### src/rtl/btarb_pkg.sv
`default_nettype none
// ----------------------------------------------------------------------------
// btarb_pkg
// Shared types and constants for the budgeted memory token arbiter: the
// per-CPU row layout, operation codes and the memory request bundle.
// ----------------------------------------------------------------------------
package btarb_pkg;

    // Number of CPUs sharing the token
    localparam int CPUS   = 8;
    localparam int CPU_W  = (CPUS > 1) ? $clog2(CPUS) : 1;
    // Owner index also encodes "no owner" as CPUS
    localparam int OWN_W  = $clog2(CPUS + 1);
    localparam int PRIO_W = 13;
    localparam int TIME_W = 64;

    localparam logic [PRIO_W-1:0] NULL_PRIO = '1;
    localparam logic [PRIO_W-1:0] DEMOTE    = PRIO_W'(CPUS);
    localparam logic [OWN_W-1:0]  NO_OWNER  = OWN_W'(CPUS);

    // Operation codes
    localparam logic [1:0] OP_REQUEST = 2'd0;
    localparam logic [1:0] OP_REVOKE  = 2'd1;
    localparam logic [1:0] OP_UPDATE  = 2'd2;

    typedef logic [CPU_W-1:0] t_cpu_idx;

    // One memory row per CPU
    typedef struct packed {
        logic [PRIO_W-1:0] prio;
        logic [TIME_W-1:0] budget;
        logic [TIME_W-1:0] start;
        logic [TIME_W-1:0] next_ok;
        logic [TIME_W-1:0] used;
    } t_cpu_row;

    localparam t_cpu_row ROW_RESET = '{NULL_PRIO, 64'd0, 64'd0, 64'd0, 64'd0};

    // Request from the sequencer to the row memory
    typedef struct packed {
        logic     re;
        logic     we;
        t_cpu_idx addr;
        t_cpu_row wdata;
    } t_mem_req;

endpackage
`default_nettype wire

### src/rtl/btarb_cpu_mem.sv
`default_nettype none
// ----------------------------------------------------------------------------
// btarb_cpu_mem
// Per-CPU state memory: one row per CPU, one read or write per cycle, read
// data registered. A row never written reads back as the reset row.
// ----------------------------------------------------------------------------
module btarb_cpu_mem (
    input  wire logic                i_clk,
    input  wire logic                i_rst_n,
    input  wire btarb_pkg::t_mem_req i_req,
    output btarb_pkg::t_cpu_row      o_rdata
);
    import btarb_pkg::*;

    t_cpu_row        r_mem [CPUS];
    logic [CPUS-1:0] r_valid;
    t_cpu_row        r_rd_raw;
    logic            r_rd_valid;

    // Row written flags, cleared at reset
    always_ff @(posedge i_clk) begin
        if (!i_rst_n) begin
            r_valid <= '0;
        end else if (i_req.we) begin
            r_valid[i_req.addr] <= 1'b1;
        end
    end

    // Storage array and registered read port
    always_ff @(posedge i_clk) begin
        if (i_req.we) begin
            r_mem[i_req.addr] <= i_req.wdata;
        end
        if (i_req.re) begin
            r_rd_raw   <= r_mem[i_req.addr];
            r_rd_valid <= r_valid[i_req.addr];
        end
    end

    assign o_rdata = r_rd_valid ? r_rd_raw : ROW_RESET;

endmodule
`default_nettype wire

### src/rtl/btarb_ctrl.sv
`default_nettype none
// ----------------------------------------------------------------------------
// btarb_ctrl
// Transaction sequencer: reads, modifies and writes back CPU rows, holds the
// token owner and priority, scans pending requests on revoke.
// ----------------------------------------------------------------------------
module btarb_ctrl (
    input  wire logic                i_clk,
    input  wire logic                i_rst_n,
    input  wire logic                start,
    output logic                     busy,
    input  wire logic [1:0]          i_operation,
    input  wire logic [2:0]          i_cpu_id,
    input  wire logic [11:0]         i_priority_req,
    input  wire logic [63:0]         i_wcet,
    input  wire logic [63:0]         i_now,
    output logic                     o_result_valid,
    output logic                     o_ack,
    output logic [63:0]              o_wait_time,
    output logic                     o_pause_valid,
    output logic [2:0]               o_pause_cpu,
    output logic                     o_resume_valid,
    output logic [2:0]               o_resume_cpu,
    output btarb_pkg::t_mem_req      o_mem_req,
    input  wire btarb_pkg::t_cpu_row i_mem_rdata
);
    import btarb_pkg::*;

    typedef enum logic [3:0] {
        S_IDLE,
        S_RD_SELF,
        S_EVAL,
        S_REQ_DEC,
        S_PS_RD,
        S_PS_DIFF,
        S_PS_ADD,
        S_PS_WR,
        S_RV_TAKEN,
        S_RV_REM,
        S_RV_NEXT,
        S_WR_SELF,
        S_SCAN,
        S_GRANT_CHK,
        S_GRANT_WR,
        S_DONE
    } t_state;

    t_state             r_state;
    logic [1:0]         r_op;
    t_cpu_idx           r_cpu;
    logic [11:0]        r_prio;
    logic [TIME_W-1:0]  r_wcet;
    logic [TIME_W-1:0]  r_now;
    t_cpu_row           r_self;
    t_cpu_row           r_other;
    logic [TIME_W-1:0]  r_tmp;
    logic [OWN_W-1:0]   r_owner;
    logic [PRIO_W-1:0]  r_tok_prio;
    t_cpu_idx           r_victim;
    logic [OWN_W-1:0]   r_idx;
    t_cpu_idx           r_cmp_idx;
    logic               r_rd_pend;
    logic               r_scan_go;
    logic               r_ack;
    logic [TIME_W-1:0]  r_wait;
    logic               r_pause_valid;
    logic [2:0]         r_pause_cpu;
    logic               r_resume_valid;
    logic [2:0]         r_resume_cpu;

    logic               n_late;
    logic [OWN_W-1:0]   n_own_self;
    logic               n_bad_item;

    // Request helpers
    assign n_late     = r_now < i_mem_rdata.next_ok;
    assign n_own_self = OWN_W'(r_cpu);
    assign n_bad_item = (32'(i_cpu_id) >= CPUS) ||
                        ((i_operation != OP_REQUEST) && (i_operation != OP_REVOKE) &&
                         (i_operation != OP_UPDATE));

    // Sequencer, token registers and result registers
    always_ff @(posedge i_clk) begin
        if (!i_rst_n) begin
            r_state    <= S_IDLE;
            r_owner    <= NO_OWNER;
            r_tok_prio <= NULL_PRIO;
            r_rd_pend  <= 1'b0;
            r_scan_go  <= 1'b0;
        end else begin
            unique case (r_state)
                S_IDLE: begin
                    if (start) begin
                        r_op           <= i_operation;
                        r_cpu          <= t_cpu_idx'(i_cpu_id);
                        r_prio         <= i_priority_req;
                        r_wcet         <= i_wcet;
                        r_now          <= i_now;
                        r_scan_go      <= 1'b0;
                        r_ack          <= 1'b0;
                        r_wait         <= '0;
                        r_pause_valid  <= 1'b0;
                        r_pause_cpu    <= '0;
                        r_resume_valid <= 1'b0;
                        r_resume_cpu   <= '0;
                        r_state        <= n_bad_item ? S_DONE : S_RD_SELF;
                    end
                end
                S_RD_SELF: begin
                    r_state <= S_EVAL;
                end
                S_EVAL: begin
                    r_self.start   <= i_mem_rdata.start;
                    r_self.next_ok <= i_mem_rdata.next_ok;
                    r_self.used    <= i_mem_rdata.used;
                    if (r_op == OP_REVOKE) begin
                        r_self.prio   <= NULL_PRIO;
                        r_self.budget <= i_mem_rdata.budget;
                        r_tmp         <= r_now - i_mem_rdata.start;
                        r_state       <= (r_owner == n_own_self) ? S_RV_TAKEN : S_WR_SELF;
                    end else begin
                        // demote an early re-request and report the remaining wait
                        r_self.prio <= n_late ? (PRIO_W'(r_prio) + DEMOTE) : PRIO_W'(r_prio);
                        r_wait      <= n_late ? (i_mem_rdata.next_ok - r_now) : '0;
                        r_self.budget <= (r_op == OP_REQUEST) ? r_wcet : i_mem_rdata.budget;
                        r_state <= S_REQ_DEC;
                    end
                end
                S_REQ_DEC: begin
                    if (r_self.prio < r_tok_prio) begin
                        r_self.start <= r_now;
                        r_owner      <= n_own_self;
                        r_tok_prio   <= r_self.prio;
                        r_ack        <= 1'b1;
                        if ((r_owner != NO_OWNER) && (r_owner != n_own_self)) begin
                            r_victim      <= r_owner[CPU_W-1:0];
                            r_pause_valid <= 1'b1;
                            r_pause_cpu   <= 3'(r_owner);
                            r_state       <= S_PS_RD;
                        end else begin
                            r_state <= S_WR_SELF;
                        end
                    end else begin
                        r_ack   <= (r_owner == n_own_self);
                        r_state <= S_WR_SELF;
                    end
                end
                S_PS_RD: begin
                    r_state <= S_PS_DIFF;
                end
                S_PS_DIFF: begin
                    r_other <= i_mem_rdata;
                    r_tmp   <= r_now - i_mem_rdata.start;
                    r_state <= S_PS_ADD;
                end
                S_PS_ADD: begin
                    // freeze the preempted owner's used time
                    r_other.used <= r_other.used + r_tmp;
                    r_state      <= S_PS_WR;
                end
                S_PS_WR: begin
                    r_state <= S_WR_SELF;
                end
                S_RV_TAKEN: begin
                    r_tmp   <= r_self.used + r_tmp;
                    r_state <= S_RV_REM;
                end
                S_RV_REM: begin
                    // remaining budget, saturating at zero
                    r_tmp   <= (r_self.budget > r_tmp) ? (r_self.budget - r_tmp) : '0;
                    r_state <= S_RV_NEXT;
                end
                S_RV_NEXT: begin
                    r_self.next_ok <= r_now + r_tmp;
                    r_self.used    <= '0;
                    r_owner        <= NO_OWNER;
                    r_tok_prio     <= NULL_PRIO;
                    r_idx          <= '0;
                    r_rd_pend      <= 1'b0;
                    r_scan_go      <= 1'b1;
                    r_state        <= S_WR_SELF;
                end
                S_WR_SELF: begin
                    r_state <= r_scan_go ? S_SCAN : S_DONE;
                end
                S_SCAN: begin
                    // compare the row read last cycle; lowest index wins ties
                    if (r_rd_pend && (i_mem_rdata.prio < r_tok_prio)) begin
                        r_tok_prio <= i_mem_rdata.prio;
                        r_owner    <= OWN_W'(r_cmp_idx);
                    end
                    if (r_idx < NO_OWNER) begin
                        r_cmp_idx <= r_idx[CPU_W-1:0];
                        r_rd_pend <= 1'b1;
                        r_idx     <= r_idx + OWN_W'(1);
                    end else begin
                        r_rd_pend <= 1'b0;
                        r_state   <= S_GRANT_CHK;
                    end
                end
                S_GRANT_CHK: begin
                    if (r_owner != NO_OWNER) begin
                        r_resume_valid <= 1'b1;
                        r_resume_cpu   <= 3'(r_owner);
                        r_state        <= S_GRANT_WR;
                    end else begin
                        r_state <= S_DONE;
                    end
                end
                S_GRANT_WR: begin
                    r_state <= S_DONE;
                end
                S_DONE: begin
                    r_state <= S_IDLE;
                end
                default: begin
                    r_state <= S_IDLE;
                end
            endcase
        end
    end

    // Memory port control
    always_comb begin
        o_mem_req       = '0;
        o_mem_req.addr  = r_cpu;
        o_mem_req.wdata = r_self;
        case (r_state)
            S_RD_SELF: begin
                o_mem_req.re = 1'b1;
            end
            S_PS_RD: begin
                o_mem_req.re   = 1'b1;
                o_mem_req.addr = r_victim;
            end
            S_PS_WR: begin
                o_mem_req.we    = 1'b1;
                o_mem_req.addr  = r_victim;
                o_mem_req.wdata = r_other;
            end
            S_WR_SELF: begin
                o_mem_req.we = 1'b1;
            end
            S_SCAN: begin
                o_mem_req.re   = (r_idx < NO_OWNER);
                o_mem_req.addr = r_idx[CPU_W-1:0];
            end
            S_GRANT_CHK: begin
                o_mem_req.re   = (r_owner != NO_OWNER);
                o_mem_req.addr = r_owner[CPU_W-1:0];
            end
            S_GRANT_WR: begin
                // new owner starts its access now
                o_mem_req.we          = 1'b1;
                o_mem_req.addr        = r_owner[CPU_W-1:0];
                o_mem_req.wdata       = i_mem_rdata;
                o_mem_req.wdata.start = r_now;
            end
            default: begin
                o_mem_req.re = 1'b0;
            end
        endcase
    end

    assign busy           = (r_state != S_IDLE);
    assign o_result_valid = (r_state == S_DONE);
    assign o_ack          = r_ack;
    assign o_wait_time    = r_wait;
    assign o_pause_valid  = r_pause_valid;
    assign o_pause_cpu    = r_pause_cpu;
    assign o_resume_valid = r_resume_valid;
    assign o_resume_cpu   = r_resume_cpu;

endmodule
`default_nettype wire

### src/rtl/budgeted_memory_token_arbiter_core.sv
`default_nettype none
// ----------------------------------------------------------------------------
// budgeted_memory_token_arbiter_core
// Preemptive priority arbiter for one memory-access token shared by CPUs.
// ----------------------------------------------------------------------------
// Usage:
//   An operation (request, revoke or priority update) is taken when start is
//   high and busy is low. busy stays high until the result has been shown.
//   The result appears on the o_ ports for exactly one cycle, flagged by
//   o_result_valid; the receiver cannot stall it and must take it then.
//   Exactly one result follows each operation.
// Sequencing:
//   Request or update: reads and writes back the CPU row; when a previous
//   owner is preempted, its row is also read, updated and written back.
//   Revoke by the owner: also resumes a pending CPU if there is one, found by
//   a scan that reads every CPU row once from the single-port row memory.
//   Revoke by a non-owner: own row only. Invalid cpu_id or operation: straight to the result.
//   A new operation can be taken the cycle after the result strobe.
// Reset:
//   Synchronous, active low. Clears the token to no owner and marks every
//   CPU row as unwritten, so it reads as reset state; no clearing pass.
// ----------------------------------------------------------------------------
module budgeted_memory_token_arbiter_core (
    input  wire logic          i_clk,
    input  wire logic          i_rst_n,
    input  wire logic          start,
    output logic               busy,
    input  wire logic [1:0]    i_operation,
    input  wire logic [2:0]    i_cpu_id,
    input  wire logic [11:0]   i_priority_req,
    input  wire logic [63:0]   i_wcet,
    input  wire logic [63:0]   i_now,
    output logic               o_result_valid,
    output logic               o_ack,
    output logic [63:0]        o_wait_time,
    output logic               o_pause_valid,
    output logic [2:0]         o_pause_cpu,
    output logic               o_resume_valid,
    output logic [2:0]         o_resume_cpu
);
    import btarb_pkg::*;

    t_mem_req mem_req;
    t_cpu_row mem_rdata;

    // Transaction sequencer
    btarb_ctrl u_ctrl (
        .i_clk          (i_clk),
        .i_rst_n        (i_rst_n),
        .start          (start),
        .busy           (busy),
        .i_operation    (i_operation),
        .i_cpu_id       (i_cpu_id),
        .i_priority_req (i_priority_req),
        .i_wcet         (i_wcet),
        .i_now          (i_now),
        .o_result_valid (o_result_valid),
        .o_ack          (o_ack),
        .o_wait_time    (o_wait_time),
        .o_pause_valid  (o_pause_valid),
        .o_pause_cpu    (o_pause_cpu),
        .o_resume_valid (o_resume_valid),
        .o_resume_cpu   (o_resume_cpu),
        .o_mem_req      (mem_req),
        .i_mem_rdata    (mem_rdata)
    );

    // Per-CPU row memory
    btarb_cpu_mem u_mem (
        .i_clk   (i_clk),
        .i_rst_n (i_rst_n),
        .i_req   (mem_req),
        .o_rdata (mem_rdata)
    );

`ifndef SYNTHESIS
    // An accepted transaction keeps the block busy
    a_accept_busy: assert property (@(posedge i_clk) disable iff (!i_rst_n)
        (start && !busy) |=> busy)
        else $error("accepted transaction did not raise busy");

    // Result strobe ends the transaction
    a_done_idle: assert property (@(posedge i_clk) disable iff (!i_rst_n)
        o_result_valid |=> (!busy && !o_result_valid))
        else $error("block still busy after result strobe");

    // A pause only goes with the requester winning the token
    a_pause_ack: assert property (@(posedge i_clk) disable iff (!i_rst_n)
        (o_result_valid && o_pause_valid) |-> (o_ack && !o_resume_valid))
        else $error("pause without grant to the requester");

    // A resume only comes from a revoke, which never acknowledges
    a_resume_revoke: assert property (@(posedge i_clk) disable iff (!i_rst_n)
        (o_result_valid && o_resume_valid) |-> (!o_ack && (o_wait_time == 64'd0)))
        else $error("resume reported on a request");
`endif

endmodule
`default_nettype wire
### config.mk
export PLATFORM = sky130hd
export DESIGN_NAME = budgeted_memory_token_arbiter_core
export DESIGN_NICKNAME = d
export VERILOG_FILES = /design/src/rtl/btarb_pkg.sv /design/src/rtl/btarb_cpu_mem.sv /design/src/rtl/btarb_ctrl.sv /design/src/rtl/budgeted_memory_token_arbiter_core.sv
export SDC_FILE = /design/constraint.sdc
export NUM_CORES = 2
export LEC_CHECK = 0
export ABC_AREA = 0
export BUFFER_PORTS_ARGS = -buffer_cell sky130_fd_sc_hd__buf_2
export CAP_MARGIN = 20
export CORE_MARGIN = 3
export CORE_UTILIZATION = 40
export DETAILED_ROUTE_END_ITERATION = 10
export GPL_TIMING_DRIVEN = 0
export PLACE_DENSITY = 0.53
export REMOVE_ABC_BUFFERS = 1
export SLEW_MARGIN = 20
export SYNTH_ARGS = -nofsm -noshare
export SYNTH_HDL_FRONTEND = slang
export SYNTH_HIERARCHICAL = 1
export SYNTH_SLANG_ARGS = --single-unit
export TNS_END_PERCENT = 5
### constraint.sdc
create_clock -name i_clk -period 28.5 [get_ports i_clk]
set_input_delay 1.425 -clock i_clk [delete_from_list [all_inputs] [get_ports i_clk]]
set_output_delay 1.425 -clock i_clk [all_outputs]
set_load 0.005 [all_outputs]
==> reports/metrics.yaml <==
status: "complete, no violations"
final_layout_size_suffix_gt1_share_pct: 14.54
switching_share_pct: 36.96
htreeDepth: 5
pwr-share-clk_pct: 23.9
postRouteAntennaNets: 0
post-route-drc-count: 0
syn_area_sq_um: 149700
worst_pin_slew_ns: 1.100
power.net_switching_mw: 7.164
crit_type: "flop to flop"
hold_buffers: 0
grt_pass1_wl_um: 674300
fin_hold_ws_ns: 0.4608
rows: 224
routed-via-count: 97030
p_leak_nw: 63.48
fill_cells: 32200
cts_tree: "built"
post_cts.repair.setup_buffers: 0
critPathMaxFanout: 34
dpl.hpwl_um: 341500
power.total_mw: 19.39
hold_class: "flop to flop"
cts_resized: 0
cts_buffers: 354
start_util_pct: 40.20
synthCells: 11100
gp_congestion: 0.9234
clkTransAtPathRegs_ns: 0.06
setup_viol: 0
grt_antenna_before_repair: 19
grt_overflow: 0
syn_area_per_cell_sq_um: 13.49
fin_skew_ns: 0.04940
area_delta_synth_final_pct: 18.02
finalCritPeriodShare_pct: 25.36
p_per_area_nw_per_um2: 109.7
hold_viol: 0
pwr-share-seq_pct: 34.2
multi_input_area_sq_um: 47730
ys_ff_latch: 3283
seq_area_frac_synth_pct: 65.63
drt_iter0_drc: 9394
async_reset_ff_share_pct: 0
core_sq_um: 372500
maxCapViolCount: 0
fmax_mhz: 138.3
slew_viol_final: 0
clockBufferDepth: 4
wl_um: 468400
cp.required_ns: 29.11
via_per_inst: 5.742
ios: 223
synth_ff_type: "edfxtp_1"
synth.distinct_cells: 101
rsz0062_at_grt: "false"
internal_power_mw: 12.22
ir_drop_v: 0.00005780
synth_edf_count: 3252
clk_latency_ns: 0.95
start_kind: "flop"
grt_max_degree: 74
die_w_um: 617.8
final_cells: 16900
ys_warn_count: 6
end_kind: "flop"
regArea_sq_um: 98280
clock-sinks: 3283
grt_pass1_vias: 97240
fp.dieH_um: 617.8
slew_headroom_pct: 26.64
pwr-share-comb_pct: 41.9
nNetsFinal: 12190
tns_ns: 0
finalCriticalPeriod_ns: 7.228
first_pass_iters: 9
root_buffer: "clkbuf_16"
portBuffers: 222
crit_arrival_ns: 7.84
design.die.area_sq_um: 381700
grt_use_total_pct: 23.89
wl_per_cell_um: 27.72
dpl.cell_count: 16240
-- path summary, 6_finish.rpt --
kind         slack (ns)                               start  cells past startpoint                            endpoint
min                0.46  u_ctrl/r_tok_prio[10]$_SDFFE_PN1P_                      1  u_ctrl/r_tok_prio[10]$_SDFFE_PN1P_
max reg2reg       21.27      u_ctrl/r_state[2]$_SDFFE_PN0P_                     24       u_mem/r_mem[6][246]$_DFFE_PP_
min reg2reg        0.46  u_ctrl/r_tok_prio[10]$_SDFFE_PN1P_                      1  u_ctrl/r_tok_prio[10]$_SDFFE_PN1P_
max               21.27      u_ctrl/r_state[2]$_SDFFE_PN0P_                     24       u_mem/r_mem[6][246]$_DFFE_PP_
-- synthesized netlist by cell type, types with 45 or more instances --
library cell	count	area [sq um]
nand4_1	110	688.2
o21bai_1	76	570.6
buf_2	106	530.5
inv_1	312	1171
a211oi_1	60	450.4
nand2_1	927	3480
edfxtp_1	3252	97650
nand2b_1	68	425.4
ha_1	406	5080
o21a_1	45	337.8
xnor2_1	207	1813
buf_4	53	397.9
nor3_1	143	715.7
clkbuf_1	432	1622
nor2b_1	48	300.3
nand3_1	75	375.4
a21oi_1	710	3553
o22ai_1	277	1733
nor2_1	314	1179
a221o_1	76	760.7
a31oi_1	58	362.9
xor2_1	164	1436
a21o_1	243	1824
a22oi_1	497	3731
mux2i_1	563	5635
and2_1	350	2190
o21ai_0	622	3113
o21ai_1	105	525.5
mux2_2	320	3603
-- kinds of logic (layout without fill, tap and decap cells) --
logic type      count (synthesis)  after routing  share of synthesized area (%)
xor+xnor                      371            371                          2.170
flops                        3283           3283                          65.63
compound gates               3042           3042                          12.97
other cells                     0              3                              0
simple gates                 2160           2160                          6.851
mux                           884            884                          6.180
fa+ha+maj                     412            412                          3.473
buf+inv                       950           1770                          2.719
-- flip-flops by register name, indices dropped and copies added (netlist names), 12 cells and up --
signal and flops:
u_ctrl/o_wait_time 64, u_ctrl/r_tmp 64, u_ctrl/r_wcet 64, u_ctrl/r_tok_prio 13
u_ctrl/r_self 269, u_ctrl/r_other 269, u_mem/r_rd_raw 269, u_mem/r_mem 2152
u_ctrl/r_prio 12, u_ctrl/r_now 64
-- stage by stage --
stage          utilization, %  cell area (sq um)  worst slack (ns)
6_report                47.44             176700             21.27
5_1_grt                 47.44             176700             21.05
4_1_cts                 47.44             176700             21.36
3_5_place_dp            44.31             165000             21.41
3_3_place_gp            41.39             154200          -1349.48
2_1_floorplan               -             146800           -387.55
-- layout make-up --
class                      instances  share of cell area (%)
timing repair buffer             804                   6.586
multi-input combinational       6869                   27.01
clock inverter                   227                   1.392
tap                             4972                   3.520
inverter                         315                  0.6719
sequential                      3283                   55.61
clock buffer                     424                   5.203
antenna                            3                0.004248
-- per-layer routing --
| metal | share of wire, % | track usage, % | up-vias | routed length [um] |
|---|---|---|---|---|
| met2 | 49 | 40.94 | 3210 | 229300 |
| met5 | 0 | 0 | - | 0 |
| met3 | 5.2 | 2.568 | 695 | 24480 |
| met1 | 43 | 31.81 | 49310 | 199100 |
| met4 | 3.3 | 7.460 | 0 | 15500 |
| li1 | - | - | 43810 | - |
-- cells in the final DEF (no fill, tap or decap), drive strengths merged, types with 77 or more instances in the layout --
| master | count |
|---|---|
| edfxtp | 3252 |
| nand2 | 927 |
| buf | 804 |
| o21ai | 728 |
| a21oi | 712 |
| mux2i | 563 |
| a22oi | 497 |
| clkbuf | 424 |
| ha | 406 |
| and2 | 350 |
| inv | 332 |
| mux2 | 321 |
| nor2 | 316 |
| o22ai | 277 |
| a21o | 245 |
| xnor2 | 207 |
| xor2 | 164 |
| clkinv | 157 |
| nor3 | 145 |
| nand4 | 110 |
| o21bai | 77 |
-- power by group through the flow --
stage | Clock [mW] | Combinational, mW | Sequential (mW)
floorplan | 0 | 7.12 | 6.99
finish | 4.63 | 8.12 | 6.64
CTS | 4.73 | 8.10 | 6.63
global placement | 0 | 9.14 | 7.94
global route | 4.92 | 8.70 | 6.68
detailed placement | 0 | 8.06 | 6.73
-- critical path, stage by stage, from the launching register on --
cell      delay, ns
dfxtp_1        0.90
clkinv_1       0.54
nor2_1         0.30
a22oi_1        0.14
o21ai_4        0.45
buf_16         0.24
buf_16         0.18
buf_16         0.18
buf_16         0.19
buf_16         0.18
nand2_4        0.25
buf_12         0.27
buf_12         0.19
buf_16         0.21
buf_16         0.23
nor3b_4        0.40
buf_6          0.26
buf_8          0.20
buf_8          0.18
buf_6          0.20
buf_6          0.21
buf_8          0.21
buf_16         0.17
buf_6          0.19
buf_8          0.17
No activity file was read; power rests on OpenSTA's default activity.
